--- src/sv/amd_pkg.sv ---
// ----------------------------------------------------------------------------
// amd_pkg: shared types and constants of the accelerometer motion detector
// Command codes, register map, field widths and the control word that drives
// the row of window cells.
// ----------------------------------------------------------------------------
package amd_pkg;

   // Field widths fixed by the interface.
   localparam int AXIS_W   = 16;
   localparam int MAG_W    = 16;
   localparam int CHANGE_W = 16;
   localparam int ACTIVE_W = 7;
   localparam int CMD_W    = 2;
   localparam int ERR_W    = 8;
   localparam int HOLD_W   = 16;

   // Square root unit: 32-bit radicand, one result bit per step.
   localparam int RAD_W      = 32;
   localparam int ROOT_W     = 16;
   localparam int ROOT_STEPS = 16;
   localparam int STEP_W     = 4;

   // Magnitude scaling by 980/1024.
   localparam int SCALE_W     = 10;
   localparam int SCALE_MUL   = 980;
   localparam int SCALE_SHIFT = 10;

   // Command codes.
   localparam logic [CMD_W-1:0] CMD_SAMPLE    = 2'd0;
   localparam logic [CMD_W-1:0] CMD_TICK      = 2'd1;
   localparam logic [CMD_W-1:0] CMD_CLEAR_WIN = 2'd2;
   localparam logic [CMD_W-1:0] CMD_CLEAR_VIB = 2'd3;

   // Register map: register index is paddr[4:2].
   localparam int ADDR_W    = 5;
   localparam int REG_IDX_W = 3;
   localparam logic [REG_IDX_W-1:0] REG_DIFF_THRESHOLD = 3'd0;
   localparam logic [REG_IDX_W-1:0] REG_REQUIRED_COUNT = 3'd1;
   localparam logic [REG_IDX_W-1:0] REG_STATIC_COUNT   = 3'd2;
   localparam logic [REG_IDX_W-1:0] REG_HOLD_TICKS     = 3'd3;
   localparam logic [REG_IDX_W-1:0] REG_ERROR_LIMIT    = 3'd4;

   // Register reset values.
   localparam logic [CHANGE_W-1:0] RST_DIFF_THRESHOLD = 16'd25;
   localparam logic [ACTIVE_W-1:0] RST_REQUIRED_COUNT = 7'd4;
   localparam logic [ACTIVE_W-1:0] RST_STATIC_COUNT   = 7'd3;
   localparam logic [HOLD_W-1:0]   RST_HOLD_TICKS     = 16'd180;
   localparam logic [ERR_W-1:0]    RST_ERROR_LIMIT    = 8'd100;

   // Control word broadcast to every window cell.
   typedef struct packed {
      logic step;   // every cell takes its neighbor's value
      logic clear;  // every cell goes to zero
   } amd_cell_ctrl_type;

endpackage

--- src/sv/amd_cell.sv ---
// ----------------------------------------------------------------------------
// amd_cell: one entry of the change window
// Holds one change value and takes the value of its neighbor on a step.
// ----------------------------------------------------------------------------
module amd_cell (
   input  logic                              clock,
   input  logic                              reset,
   input  amd_pkg::amd_cell_ctrl_type        ctrl,
   input  logic [amd_pkg::CHANGE_W-1:0]      value_in,
   output logic [amd_pkg::CHANGE_W-1:0]      value_out
);

   logic [amd_pkg::CHANGE_W-1:0] value_ff;

   always_ff @(posedge clock) begin
      if (reset || ctrl.clear) begin
         value_ff <= '0;
      end else if (ctrl.step) begin
         value_ff <= value_in;
      end
   end

   assign value_out = value_ff;

endmodule

--- src/sv/amd_sqrt.sv ---
// ----------------------------------------------------------------------------
// amd_sqrt: iterative integer square root
// Digit-by-digit floor square root of a 32-bit value, one root bit per cycle.
// ----------------------------------------------------------------------------
module amd_sqrt (
   input  logic                           clock,
   input  logic                           reset,
   input  logic                           start,
   input  logic [amd_pkg::RAD_W-1:0]      radicand,
   output logic                           done,
   output logic [amd_pkg::ROOT_W-1:0]     root
);

   logic [amd_pkg::RAD_W-1:0]  rem_ff, rem_in;
   logic [amd_pkg::RAD_W-1:0]  root_ff, root_in;
   logic [amd_pkg::RAD_W-1:0]  bit_ff, bit_in;
   logic [amd_pkg::STEP_W-1:0] step_ff, step_in;
   logic                       busy_ff, busy_in;
   logic                       done_ff, done_in;
   logic [amd_pkg::RAD_W-1:0]  trial;

   always_comb begin
      trial   = root_ff + bit_ff;
      rem_in  = rem_ff;
      root_in = root_ff;
      bit_in  = bit_ff;
      step_in = step_ff;
      busy_in = busy_ff;
      done_in = 1'b0;
      if (start) begin
         rem_in  = radicand;
         root_in = '0;
         bit_in  = amd_pkg::RAD_W'(1) << (amd_pkg::RAD_W - 2);
         step_in = '0;
         busy_in = 1'b1;
      end else if (busy_ff) begin
         if (rem_ff >= trial) begin
            rem_in  = rem_ff - trial;
            root_in = (root_ff >> 1) + bit_ff;
         end else begin
            root_in = root_ff >> 1;
         end
         bit_in  = bit_ff >> 2;
         step_in = step_ff + 1'b1;
         if (step_ff == amd_pkg::STEP_W'(amd_pkg::ROOT_STEPS - 1)) begin
            busy_in = 1'b0;
            done_in = 1'b1;
         end
      end
   end

   always_ff @(posedge clock) begin
      if (reset) begin
         busy_ff <= 1'b0;
         done_ff <= 1'b0;
         step_ff <= '0;
      end else begin
         busy_ff <= busy_in;
         done_ff <= done_in;
         step_ff <= step_in;
      end
      rem_ff  <= rem_in;
      root_ff <= root_in;
      bit_ff  <= bit_in;
   end

   assign done = done_ff;
   assign root = root_ff[amd_pkg::ROOT_W-1:0];

endmodule

--- src/sv/accel_motion_detector.sv ---
// ----------------------------------------------------------------------------
// accel_motion_detector: vibration detector for a three-axis accelerometer
// Computes the scaled vector magnitude of each sample, keeps a window of
// magnitude changes and raises a held vibration flag.
// ----------------------------------------------------------------------------
// The block takes one command word at a time and answers each with exactly
// one result word. A sample word passes through the sequencer states in
// order: the axes are squared and added through one shared multiplier, one
// axis at a time; the iterative square root unit runs from its start to its
// done strobe; the root is scaled by 980/1024; the change is entered into
// the window; and a window that is full is then rotated once around its row
// of cells so that the cell at the head is compared against diff_threshold
// at each step. Tick, clear-window and clear-flag words go straight to the
// finish state. A new word is accepted as soon as the previous one is
// finished, even if its result is still waiting in the output register.
// Configuration registers may be written only while no word is in flight.
module accel_motion_detector #(
   parameter int WINDOW_DEPTH = 20
) (
   input  logic                                 clock,
   input  logic                                 reset,
   // Command channel.
   input  logic                                 req_valid,
   output logic                                 req_ready,
   input  logic [amd_pkg::CMD_W-1:0]            req_command,
   input  logic signed [amd_pkg::AXIS_W-1:0]    req_accel_x,
   input  logic signed [amd_pkg::AXIS_W-1:0]    req_accel_y,
   input  logic signed [amd_pkg::AXIS_W-1:0]    req_accel_z,
   // Result channel.
   output logic                                 rsp_valid,
   input  logic                                 rsp_ready,
   output logic                                 rsp_vibrating,
   output logic [amd_pkg::MAG_W-1:0]            rsp_magnitude,
   output logic [amd_pkg::CHANGE_W-1:0]         rsp_change,
   output logic [amd_pkg::ACTIVE_W-1:0]         rsp_active_count,
   output logic                                 rsp_window_full,
   output logic                                 rsp_reinit_request,
   // Register port.
   input  logic                                 psel,
   input  logic                                 penable,
   input  logic                                 pwrite,
   input  logic [amd_pkg::ADDR_W-1:0]           paddr,
   input  logic [31:0]                          pwdata,
   output logic [31:0]                          prdata,
   output logic                                 pready
);

   localparam int FILL_W = $clog2(WINDOW_DEPTH + 1);

   // Sequencer states.
   localparam logic [2:0] ST_IDLE   = 3'd0;
   localparam logic [2:0] ST_SQUARE = 3'd1;
   localparam logic [2:0] ST_ROOT   = 3'd2;
   localparam logic [2:0] ST_SCALE  = 3'd3;
   localparam logic [2:0] ST_SHIFT  = 3'd4;
   localparam logic [2:0] ST_WALK   = 3'd5;
   localparam logic [2:0] ST_DONE   = 3'd6;

   // ------------------------------------------------------------------------
   // Configuration registers
   // ------------------------------------------------------------------------
   logic [amd_pkg::CHANGE_W-1:0] thr_ff;
   logic [amd_pkg::ACTIVE_W-1:0] req_cnt_ff;
   logic [amd_pkg::ACTIVE_W-1:0] stat_cnt_ff;
   logic [amd_pkg::HOLD_W-1:0]   hold_ticks_ff;
   logic [amd_pkg::ERR_W-1:0]    err_limit_ff;
   logic                         csr_write;
   logic [amd_pkg::REG_IDX_W-1:0] csr_idx;

   assign pready    = 1'b1;
   assign csr_write = psel && penable && pwrite;
   assign csr_idx   = paddr[amd_pkg::ADDR_W-1:2];

   always_ff @(posedge clock) begin
      if (reset) begin
         thr_ff        <= amd_pkg::RST_DIFF_THRESHOLD;
         req_cnt_ff    <= amd_pkg::RST_REQUIRED_COUNT;
         stat_cnt_ff   <= amd_pkg::RST_STATIC_COUNT;
         hold_ticks_ff <= amd_pkg::RST_HOLD_TICKS;
         err_limit_ff  <= amd_pkg::RST_ERROR_LIMIT;
      end else if (csr_write) begin
         case (csr_idx)
            amd_pkg::REG_DIFF_THRESHOLD: thr_ff      <= pwdata[amd_pkg::CHANGE_W-1:0];
            amd_pkg::REG_REQUIRED_COUNT: req_cnt_ff  <= pwdata[amd_pkg::ACTIVE_W-1:0];
            amd_pkg::REG_STATIC_COUNT:   stat_cnt_ff <= pwdata[amd_pkg::ACTIVE_W-1:0];
            amd_pkg::REG_HOLD_TICKS:     hold_ticks_ff <= pwdata[amd_pkg::HOLD_W-1:0];
            amd_pkg::REG_ERROR_LIMIT:    err_limit_ff  <= pwdata[amd_pkg::ERR_W-1:0];
            default: ;
         endcase
      end
   end

   always_comb begin
      case (csr_idx)
         amd_pkg::REG_DIFF_THRESHOLD: prdata = 32'(thr_ff);
         amd_pkg::REG_REQUIRED_COUNT: prdata = 32'(req_cnt_ff);
         amd_pkg::REG_STATIC_COUNT:   prdata = 32'(stat_cnt_ff);
         amd_pkg::REG_HOLD_TICKS:     prdata = 32'(hold_ticks_ff);
         amd_pkg::REG_ERROR_LIMIT:    prdata = 32'(err_limit_ff);
         default:                     prdata = '0;
      endcase
   end

   // ------------------------------------------------------------------------
   // Datapath and sequencer registers
   // ------------------------------------------------------------------------
   logic [2:0]                   state_ff, state_in;
   logic [amd_pkg::CMD_W-1:0]    cmd_ff, cmd_in;
   logic [amd_pkg::AXIS_W-1:0]   ax_ff, ax_in, ay_ff, ay_in, az_ff, az_in;
   logic [1:0]                   sq_cnt_ff, sq_cnt_in;
   logic [amd_pkg::RAD_W-1:0]    sum_ff, sum_in;
   logic [amd_pkg::MAG_W-1:0]    mag_ff, mag_in;
   logic                         root_nz_ff, root_nz_in;
   logic [amd_pkg::CHANGE_W-1:0] change_ff, change_in;
   logic [amd_pkg::ACTIVE_W-1:0] active_ff, active_in;
   logic [FILL_W-1:0]            walk_cnt_ff, walk_cnt_in;
   logic [FILL_W-1:0]            fill_ff, fill_in;
   logic [amd_pkg::MAG_W-1:0]    last_mag_ff, last_mag_in;
   logic                         last_mag_valid_ff, last_mag_valid_in;
   logic [amd_pkg::AXIS_W-1:0]   last_x_ff, last_x_in, last_y_ff, last_y_in;
   logic [amd_pkg::AXIS_W-1:0]   last_z_ff, last_z_in;
   logic [amd_pkg::ERR_W-1:0]    err_ff, err_in;
   logic                         vib_ff, vib_in;
   logic [amd_pkg::HOLD_W-1:0]   hold_ff, hold_in;

   logic                         rsp_valid_ff, rsp_valid_in;
   logic                         rsp_vib_ff, rsp_vib_in;
   logic [amd_pkg::MAG_W-1:0]    rsp_mag_ff, rsp_mag_in;
   logic [amd_pkg::CHANGE_W-1:0] rsp_change_ff, rsp_change_in;
   logic [amd_pkg::ACTIVE_W-1:0] rsp_active_ff, rsp_active_in;
   logic                         rsp_full_ff, rsp_full_in;
   logic                         rsp_reinit_ff, rsp_reinit_in;

   // Combinational helpers.
   logic                         req_fire;
   logic                         done_go;
   logic [amd_pkg::AXIS_W-1:0]   axis_raw;
   logic [amd_pkg::AXIS_W-1:0]   axis_abs;
   logic [amd_pkg::RAD_W-1:0]    axis_sq;
   logic                         sqrt_start;
   logic                         sqrt_done;
   logic [amd_pkg::ROOT_W-1:0]   sqrt_root;
   logic [amd_pkg::ROOT_W+amd_pkg::SCALE_W-1:0] scaled;
   logic [amd_pkg::CHANGE_W-1:0] diff;
   logic                         window_full;
   logic                         detect;
   logic                         same_xyz;
   logic [amd_pkg::ERR_W+1:0]    errs;
   logic                         reinit;
   logic [amd_pkg::HOLD_W-1:0]   hold_dec;

   // Window of change values: a row of cells. Cell 0 is the head; on every
   // step each cell takes the value of the cell above it and the top cell
   // takes either the new change (entering a sample) or the head value
   // (rotating the window past the comparator).
   amd_pkg::amd_cell_ctrl_type   cell_ctrl;
   logic [amd_pkg::CHANGE_W-1:0] cell_q [WINDOW_DEPTH];
   logic [amd_pkg::CHANGE_W-1:0] tail_in;

   assign req_ready   = (state_ff == ST_IDLE);
   assign req_fire    = req_valid && req_ready;
   assign done_go     = (state_ff == ST_DONE) && (!rsp_valid_ff || rsp_ready);
   assign window_full = (fill_ff == FILL_W'(WINDOW_DEPTH));

   // One squarer shared by the three axes, one axis per cycle.
   always_comb begin
      case (sq_cnt_ff)
         2'd0:    axis_raw = ax_ff;
         2'd1:    axis_raw = ay_ff;
         default: axis_raw = az_ff;
      endcase
   end
   assign axis_abs = axis_raw[amd_pkg::AXIS_W-1] ? (~axis_raw + 1'b1) : axis_raw;
   assign axis_sq  = amd_pkg::RAD_W'(axis_abs) * amd_pkg::RAD_W'(axis_abs);

   // The root unit starts on the cycle the last square is added.
   assign sqrt_start = (state_ff == ST_SQUARE) && (sq_cnt_ff == 2'd2);

   amd_sqrt u_sqrt (
      .clock    (clock),
      .reset    (reset),
      .start    (sqrt_start),
      .radicand (sum_in),
      .done     (sqrt_done),
      .root     (sqrt_root)
   );

   assign scaled = sqrt_root * amd_pkg::SCALE_W'(amd_pkg::SCALE_MUL);

   // Change against the previous magnitude; zero for the first one.
   always_comb begin
      if (!last_mag_valid_ff) begin
         diff = '0;
      end else if (mag_ff > last_mag_ff) begin
         diff = mag_ff - last_mag_ff;
      end else begin
         diff = last_mag_ff - mag_ff;
      end
   end

   assign tail_in         = (state_ff == ST_SHIFT) ? diff : cell_q[0];
   assign cell_ctrl.step  = ((state_ff == ST_SHIFT) && root_nz_ff) || (state_ff == ST_WALK);
   assign cell_ctrl.clear = done_go && (cmd_ff == amd_pkg::CMD_CLEAR_WIN);

   for (genvar i = 0; i < WINDOW_DEPTH; i++) begin : g_cell
      amd_cell u_cell (
         .clock     (clock),
         .reset     (reset),
         .ctrl      (cell_ctrl),
         .value_in  ((i == WINDOW_DEPTH - 1) ? tail_in : cell_q[(i + 1) % WINDOW_DEPTH]),
         .value_out (cell_q[i])
      );
   end

   // Decisions taken when the word finishes.
   assign detect   = root_nz_ff && window_full && (active_ff > stat_cnt_ff) &&
                     (active_ff >= req_cnt_ff);
   assign same_xyz = (ax_ff == last_x_ff) && (ay_ff == last_y_ff) && (az_ff == last_z_ff);
   assign errs     = (root_nz_ff ? '0 : ((amd_pkg::ERR_W + 2)'(err_ff) + 1'b1)) +
                     (amd_pkg::ERR_W + 2)'(same_xyz) + 1'b1;
   assign reinit   = (errs >= (amd_pkg::ERR_W + 2)'(err_limit_ff));
   assign hold_dec = (hold_ff != '0) ? (hold_ff - 1'b1) : hold_ff;

   always_comb begin
      state_in          = state_ff;
      cmd_in            = cmd_ff;
      ax_in             = ax_ff;
      ay_in             = ay_ff;
      az_in             = az_ff;
      sq_cnt_in         = sq_cnt_ff;
      sum_in            = sum_ff;
      mag_in            = mag_ff;
      root_nz_in        = root_nz_ff;
      change_in         = change_ff;
      active_in         = active_ff;
      walk_cnt_in       = walk_cnt_ff;
      fill_in           = fill_ff;
      last_mag_in       = last_mag_ff;
      last_mag_valid_in = last_mag_valid_ff;
      last_x_in         = last_x_ff;
      last_y_in         = last_y_ff;
      last_z_in         = last_z_ff;
      err_in            = err_ff;
      vib_in            = vib_ff;
      hold_in           = hold_ff;
      rsp_valid_in      = rsp_valid_ff && !rsp_ready;
      rsp_vib_in        = rsp_vib_ff;
      rsp_mag_in        = rsp_mag_ff;
      rsp_change_in     = rsp_change_ff;
      rsp_active_in     = rsp_active_ff;
      rsp_full_in       = rsp_full_ff;
      rsp_reinit_in     = rsp_reinit_ff;

      case (state_ff)
         ST_IDLE: begin
            if (req_fire) begin
               cmd_in      = req_command;
               ax_in       = req_accel_x;
               ay_in       = req_accel_y;
               az_in       = req_accel_z;
               sq_cnt_in   = '0;
               sum_in      = '0;
               mag_in      = '0;
               root_nz_in  = 1'b0;
               change_in   = '0;
               active_in   = '0;
               walk_cnt_in = '0;
               state_in    = (req_command == amd_pkg::CMD_SAMPLE) ? ST_SQUARE : ST_DONE;
            end
         end
         ST_SQUARE: begin
            sum_in    = sum_ff + axis_sq;
            sq_cnt_in = sq_cnt_ff + 1'b1;
            if (sq_cnt_ff == 2'd2) begin
               state_in = ST_ROOT;
            end
         end
         ST_ROOT: begin
            if (sqrt_done) begin
               state_in = ST_SCALE;
            end
         end
         ST_SCALE: begin
            mag_in     = scaled[amd_pkg::SCALE_SHIFT +: amd_pkg::MAG_W];
            root_nz_in = (sqrt_root != '0);
            state_in   = ST_SHIFT;
         end
         ST_SHIFT: begin
            state_in = ST_DONE;
            if (root_nz_ff) begin
               change_in         = diff;
               last_mag_in       = mag_ff;
               last_mag_valid_in = 1'b1;
               if (!window_full) begin
                  fill_in = fill_ff + 1'b1;
               end
               if (window_full || (fill_ff == FILL_W'(WINDOW_DEPTH - 1))) begin
                  state_in = ST_WALK;
               end
            end
         end
         ST_WALK: begin
            if (cell_q[0] >= thr_ff) begin
               active_in = active_ff + 1'b1;
            end
            walk_cnt_in = walk_cnt_ff + 1'b1;
            if (walk_cnt_ff == FILL_W'(WINDOW_DEPTH - 1)) begin
               state_in = ST_DONE;
            end
         end
         ST_DONE: begin
            if (done_go) begin
               rsp_reinit_in = 1'b0;
               case (cmd_ff)
                  amd_pkg::CMD_SAMPLE: begin
                     if (detect) begin
                        vib_in  = 1'b1;
                        hold_in = hold_ticks_ff;
                     end
                     last_x_in     = ax_ff;
                     last_y_in     = ay_ff;
                     last_z_in     = az_ff;
                     err_in        = reinit ? '0 : errs[amd_pkg::ERR_W-1:0];
                     rsp_reinit_in = reinit;
                  end
                  amd_pkg::CMD_TICK: begin
                     hold_in = hold_dec;
                     if (hold_dec == '0) begin
                        vib_in = 1'b0;
                     end
                  end
                  amd_pkg::CMD_CLEAR_VIB: begin
                     vib_in  = 1'b0;
                     hold_in = '0;
                  end
                  default: ;
               endcase
               rsp_valid_in  = 1'b1;
               rsp_vib_in    = vib_in;
               rsp_mag_in    = mag_ff;
               rsp_change_in = change_ff;
               rsp_active_in = active_ff;
               rsp_full_in   = window_full;
               state_in      = ST_IDLE;
            end
         end
         default: begin
            state_in = ST_IDLE;
         end
      endcase
   end

   always_ff @(posedge clock) begin
      if (reset) begin
         state_ff          <= ST_IDLE;
         sq_cnt_ff         <= '0;
         walk_cnt_ff       <= '0;
         root_nz_ff        <= 1'b0;
         active_ff         <= '0;
         change_ff         <= '0;
         mag_ff            <= '0;
         fill_ff           <= '0;
         last_mag_ff       <= '0;
         last_mag_valid_ff <= 1'b0;
         last_x_ff         <= '0;
         last_y_ff         <= '0;
         last_z_ff         <= '0;
         err_ff            <= '0;
         vib_ff            <= 1'b0;
         hold_ff           <= '0;
         rsp_valid_ff      <= 1'b0;
      end else begin
         state_ff          <= state_in;
         sq_cnt_ff         <= sq_cnt_in;
         walk_cnt_ff       <= walk_cnt_in;
         root_nz_ff        <= root_nz_in;
         active_ff         <= active_in;
         change_ff         <= change_in;
         mag_ff            <= mag_in;
         fill_ff           <= fill_in;
         last_mag_ff       <= last_mag_in;
         last_mag_valid_ff <= last_mag_valid_in;
         last_x_ff         <= last_x_in;
         last_y_ff         <= last_y_in;
         last_z_ff         <= last_z_in;
         err_ff            <= err_in;
         vib_ff            <= vib_in;
         hold_ff           <= hold_in;
         rsp_valid_ff      <= rsp_valid_in;
      end
      cmd_ff        <= cmd_in;
      ax_ff         <= ax_in;
      ay_ff         <= ay_in;
      az_ff         <= az_in;
      sum_ff        <= sum_in;
      rsp_vib_ff    <= rsp_vib_in;
      rsp_mag_ff    <= rsp_mag_in;
      rsp_change_ff <= rsp_change_in;
      rsp_active_ff <= rsp_active_in;
      rsp_full_ff   <= rsp_full_in;
      rsp_reinit_ff <= rsp_reinit_in;
   end

   assign rsp_valid          = rsp_valid_ff;
   assign rsp_vibrating      = rsp_vib_ff;
   assign rsp_magnitude      = rsp_mag_ff;
   assign rsp_change         = rsp_change_ff;
   assign rsp_active_count   = rsp_active_ff;
   assign rsp_window_full    = rsp_full_ff;
   assign rsp_reinit_request = rsp_reinit_ff;

   // ------------------------------------------------------------------------
   // Assertions
   // ------------------------------------------------------------------------
   a_walk_only_full: assert property (@(posedge clock) disable iff (reset)
      (state_ff == ST_WALK) |-> window_full)
      else $error("window walk started on a window that is not full");

   a_root_in_root_state: assert property (@(posedge clock) disable iff (reset)
      sqrt_done |-> (state_ff == ST_ROOT))
      else $error("square root finished outside the root state");

   a_active_bound: assert property (@(posedge clock) disable iff (reset)
      rsp_valid_ff |-> (rsp_active_ff <= amd_pkg::ACTIVE_W'(WINDOW_DEPTH)))
      else $error("active count exceeds the window depth");

   a_reinit_clears_errors: assert property (@(posedge clock) disable iff (reset)
      (done_go && (cmd_ff == amd_pkg::CMD_SAMPLE) && reinit) |=> (err_ff == '0))
      else $error("error counter not cleared on a re-init request");

   a_vib_needs_hold: assert property (@(posedge clock) disable iff (reset)
      (done_go && (cmd_ff == amd_pkg::CMD_TICK)) |=> (!vib_ff || (hold_ff != '0)))
      else $error("vibration flag left set with an empty hold counter");

endmodule
--- config.mk ---
export PLATFORM = sky130hd
export DESIGN_NAME = accel_motion_detector
export DESIGN_NICKNAME = d
export VERILOG_FILES = /design/src/sv/amd_pkg.sv /design/src/sv/amd_cell.sv /design/src/sv/amd_sqrt.sv /design/src/sv/accel_motion_detector.sv
export SDC_FILE = /design/constraint.sdc
export NUM_CORES = 2
export LEC_CHECK = 0
export CAP_MARGIN = 40
export CORE_ASPECT_RATIO = 0.7
export CORE_UTILIZATION = 52
export DETAILED_ROUTE_END_ITERATION = 12
export DONT_BUFFER_PORTS = 1
export HOLD_SLACK_MARGIN = 0.05
export PLACE_DENSITY = 0.64
export SYNTH_ARGS = -nofsm -noshare
export SYNTH_HDL_FRONTEND = slang
export SYNTH_SLANG_ARGS = --single-unit
--- constraint.sdc ---
create_clock -name clock -period 10 [get_ports clock]
set_input_delay 1.5 -clock clock [delete_from_list [all_inputs] [get_ports clock]]
set_output_delay 1.5 -clock clock [all_outputs]
set_load 0.01 [all_outputs]
==> flow_metrics.env <==
export IMPL_cp_data_required_time_ns=10.37
export IMPL_synth_area_um2=44350
export IMPL_vias=34241
export IMPL_grt_total_usage_pct=24.36
export IMPL_ioPinCount=171
export IMPL_synth_cell_type_count=96
export IMPL_wl_per_cell_um=16.62
export IMPL_r2r_cells=32
export IMPL_synth_compound_area_share_pct=14.90
export IMPL_place_area_um2=45360
export IMPL_path_class="flop to flop"
export IMPL_htree_levels=3
export IMPL_final_cell_count_no_fill=6285
export IMPL_postCtsSetupRepairBufs=0
export IMPL_grt_ovfl_total=0
export IMPL_clock_latency_ns=0.65
export IMPL_first_pass_iters=5
export IMPL_final_area_um2=47930
export IMPL_holdPathEnd="rsp_change[15]$_DFFE_PP_"
export IMPL_synthTopCellsByArea="dfxtp_1, fa_1, nand2_1, ha_1, edfxtp_1"
export IMPL_cpMostUsedCell="inv_1"
export IMPL_synth_seq_cells=730
export IMPL_hpwl_um=75660
export IMPL_synth_area_mux_share_pct=1.665
export IMPL_hold_slack_ns=0.4339
export IMPL_synth_xor_area_share_pct=4.461
export IMPL_start_kind="flop"
export IMPL_drc=0
export IMPL_synthAdderAreaFrac_pct=20.18
export IMPL_drive_gt1_share_pct=4.759
export IMPL_dp_cells=6149
export IMPL_synthFlopType="dfxtp_1"
export IMPL_routed_wl_um=104400
export IMPL_rrSetupSlack_ns=0.88
export IMPL_synth_simple_gate_area_share_pct=16.33
export IMPL_clkSlewWorstSetupHoldPaths_ns=0.07
export IMPL_syn_instance_count=5197
export IMPL_synthToLayoutAreaGrowth_pct=8.087
export IMPL_antenna_found_initial=1
export IMPL_worst_slew_pin_slew_ns=1.050
export IMPL_reg2reg_to="u_sqrt.rem_ff[30]$_DFFE_PP_"
export IMPL_whs_path_depth=0
export IMPL_worstPathArrival_ns=9.49
export IMPL_max_slew_margin_pct=29.98
export IMPL_slowest_delay_ns=0.53
export IMPL_min_period_ns=9.120
export IMPL_via_per_inst=5.448
export IMPL_rows=89
export IMPL_die_x_um=351.0
export IMPL_yosysTopAreaCell="dfxtp_1"
export IMPL_drv_cap=0
export IMPL_initial_utilization_pct=52.61
export IMPL_core_um2=84300
export IMPL_holdCritStartpoint="change_ff[15]$_SDFFE_PP0P_"
export IMPL_first_iter_violations=2524
export IMPL_place_congestion=0.9073
export IMPL_cts_hold_buf=0
export IMPL_fin_nets=5749
export IMPL_grt_max_degree=222
export IMPL_min_period_over_period_pct=91.20
export IMPL_synth_top_family_by_area="adder cells"
export IMPL_skew_ns=0.03999
export IMPL_final_cell_mix="nand2_1, a21oi_1, dfxtp_1, inv_1, ha_1"
export IMPL_crit_fanout=15
export IMPL_synthesis_yosys_warnings=0
export IMPL_maxSlewViolCount=0
export IMPL_status="finished, final reports clean"
export IMPL_yosysSeqAreaShare_pct=35.75
export IMPL_clkSinkCount=730
export IMPL_avgSynthCellArea_um2=8.533
export IMPL_grt_setup_unrepaired="no"
export IMPL_grt_pass1_wl_um=171500
export IMPL_cpMaxStageDelayCell="fa_1"
export IMPL_ant_nets=0
export IMPL_die_y_um=246.3
export IMPL_reg2reg_from="sq_cnt_ff[0]$_SDFFE_PP0P_"
export IMPL_clk_path_buf_depth=3
export IMPL_setup_viol=0
export IMPL_fmax_ghz=0.1096
export IMPL_synthArstFlopShare_pct=0
export IMPL_n_antenna_cell=0
export IMPL_cts_buffers=74
export IMPL_die_area_um2=86470
export IMPL_min_path_type="flop to flop"
export IMPL_root_buffer="clkbuf_16"
export IMPL_synth_edf_count=124
export IMPL_final_common_cell="nand2_1"
export IMPL_portBuffers=0
export IMPL_synth_top_cell_area_share_pct=27.36
export IMPL_endpoint_kind="flop"
export IMPL_totalNegativeSetupSlack_ns=0
export IMPL_grt_pass1_vias=32493
export IMPL_ctsResizeCount=0
export IMPL_hold_viol=0
export IMPL_cts_tree="built"
==> registers in the layout, indices dropped and copies added (netlist names), 32 cells and up <==
signal,count
u_sqrt.rem_ff,32
g_cell.u_cell.value_out,320
u_sqrt.root_ff,32
sum_ff,32
==> worst max-delay path: cells and delay by family, from the launching register on <==
kind,cells,cell delay (ns)
fa+ha+maj,8,3.18
compound gates,7,1.86
simple gates,6,1.77
buf+inv,9,1.07
xor+xnor,2,0.59
flops,1,0.39
==> synth_stat cells (all sizes together) (47+ instances only) <==
cell,count
o21ai,177
clkbuf,216
nor3,47
mux2i,67
dfxtp,606
ha,320
buf,51
xor2,82
a21o,53
a21oi,612
nand3,66
xnor2,143
inv,489
fa,247
nand2,1081
edfxtp,124
nor2,318
==> worst max path at each step <==
| stage | startpoint | endpoint | slack, ns |
|---|---|---|---|
| finish | sq_cnt_ff[0]$_SDFFE_PP0P_ | u_sqrt.rem_ff[30]$_DFFE_PP_ | 0.88 |
| global route | sq_cnt_ff[0]$_SDFFE_PP0P_ | u_sqrt.rem_ff[31]$_DFFE_PP_ | 0.46 |
| CTS | sq_cnt_ff[0]$_SDFFE_PP0P_ | u_sqrt.rem_ff[30]$_DFFE_PP_ | 1.02 |
| detailed placement | sq_cnt_ff[0]$_SDFFE_PP0P_ | u_sqrt.rem_ff[30]$_DFFE_PP_ | 1.08 |
| global placement | sq_cnt_ff[0]$_SDFFE_PP0P_ | u_sqrt.rem_ff[30]$_DFFE_PP_ | 1.17 |
| floorplan | sq_cnt_ff[0]$_SDFFE_PP0P_ | u_sqrt.rem_ff[31]$_DFFE_PP_ | 1.78 |
==> final cells by class <==
cell class                      count  area (um^2)
Multi-Input combinational cell   3731        25670
Sequential cell                   730        15860
Clock buffer                      102         2120
Fill cell                        7683        36370
Inverter                          494         1854
Timing Repair Buffer               57        554.3
Clock inverter                     34        455.4
Tap cell                         1137         1423
==> logic make-up (layout without fill, tap and decap cells) <==
| kind of cell | after synthesis | in the layout |
|---|---|---|
| xor gates and xnor gates | 225 | 225 |
| muxes | 73 | 73 |
| AOI/OAI and AO/OA | 1118 | 1118 |
| other | 2 | 27 |
| adders and majority gates | 567 | 567 |
| DFF | 730 | 730 |
| and+or+nand+nor | 1721 | 1721 |
| buffers and inverters | 761 | 687 |
==> metrics by stage <==
step	util (%)	setup WS, ns
floorplan	-	1.775
global placement	53.58	1.172
detailed placement	53.80	1.075
CTS	56.86	1.016
global route	56.86	0.4556
finish	56.86	0.8796
==> layer usage <==
metal,track usage [%],up-vias,wire [um]
met2,38.90,716,47210
met4,4.714,2,1484
li1,-,17002,-
met1,34.82,16417,50050
met5,0.3968,-,34
met3,3.896,104,5663
Power is left out: the tool's default activity adds up to more than one toggle a clock period on the data nets, which glitch-free logic cannot reach.
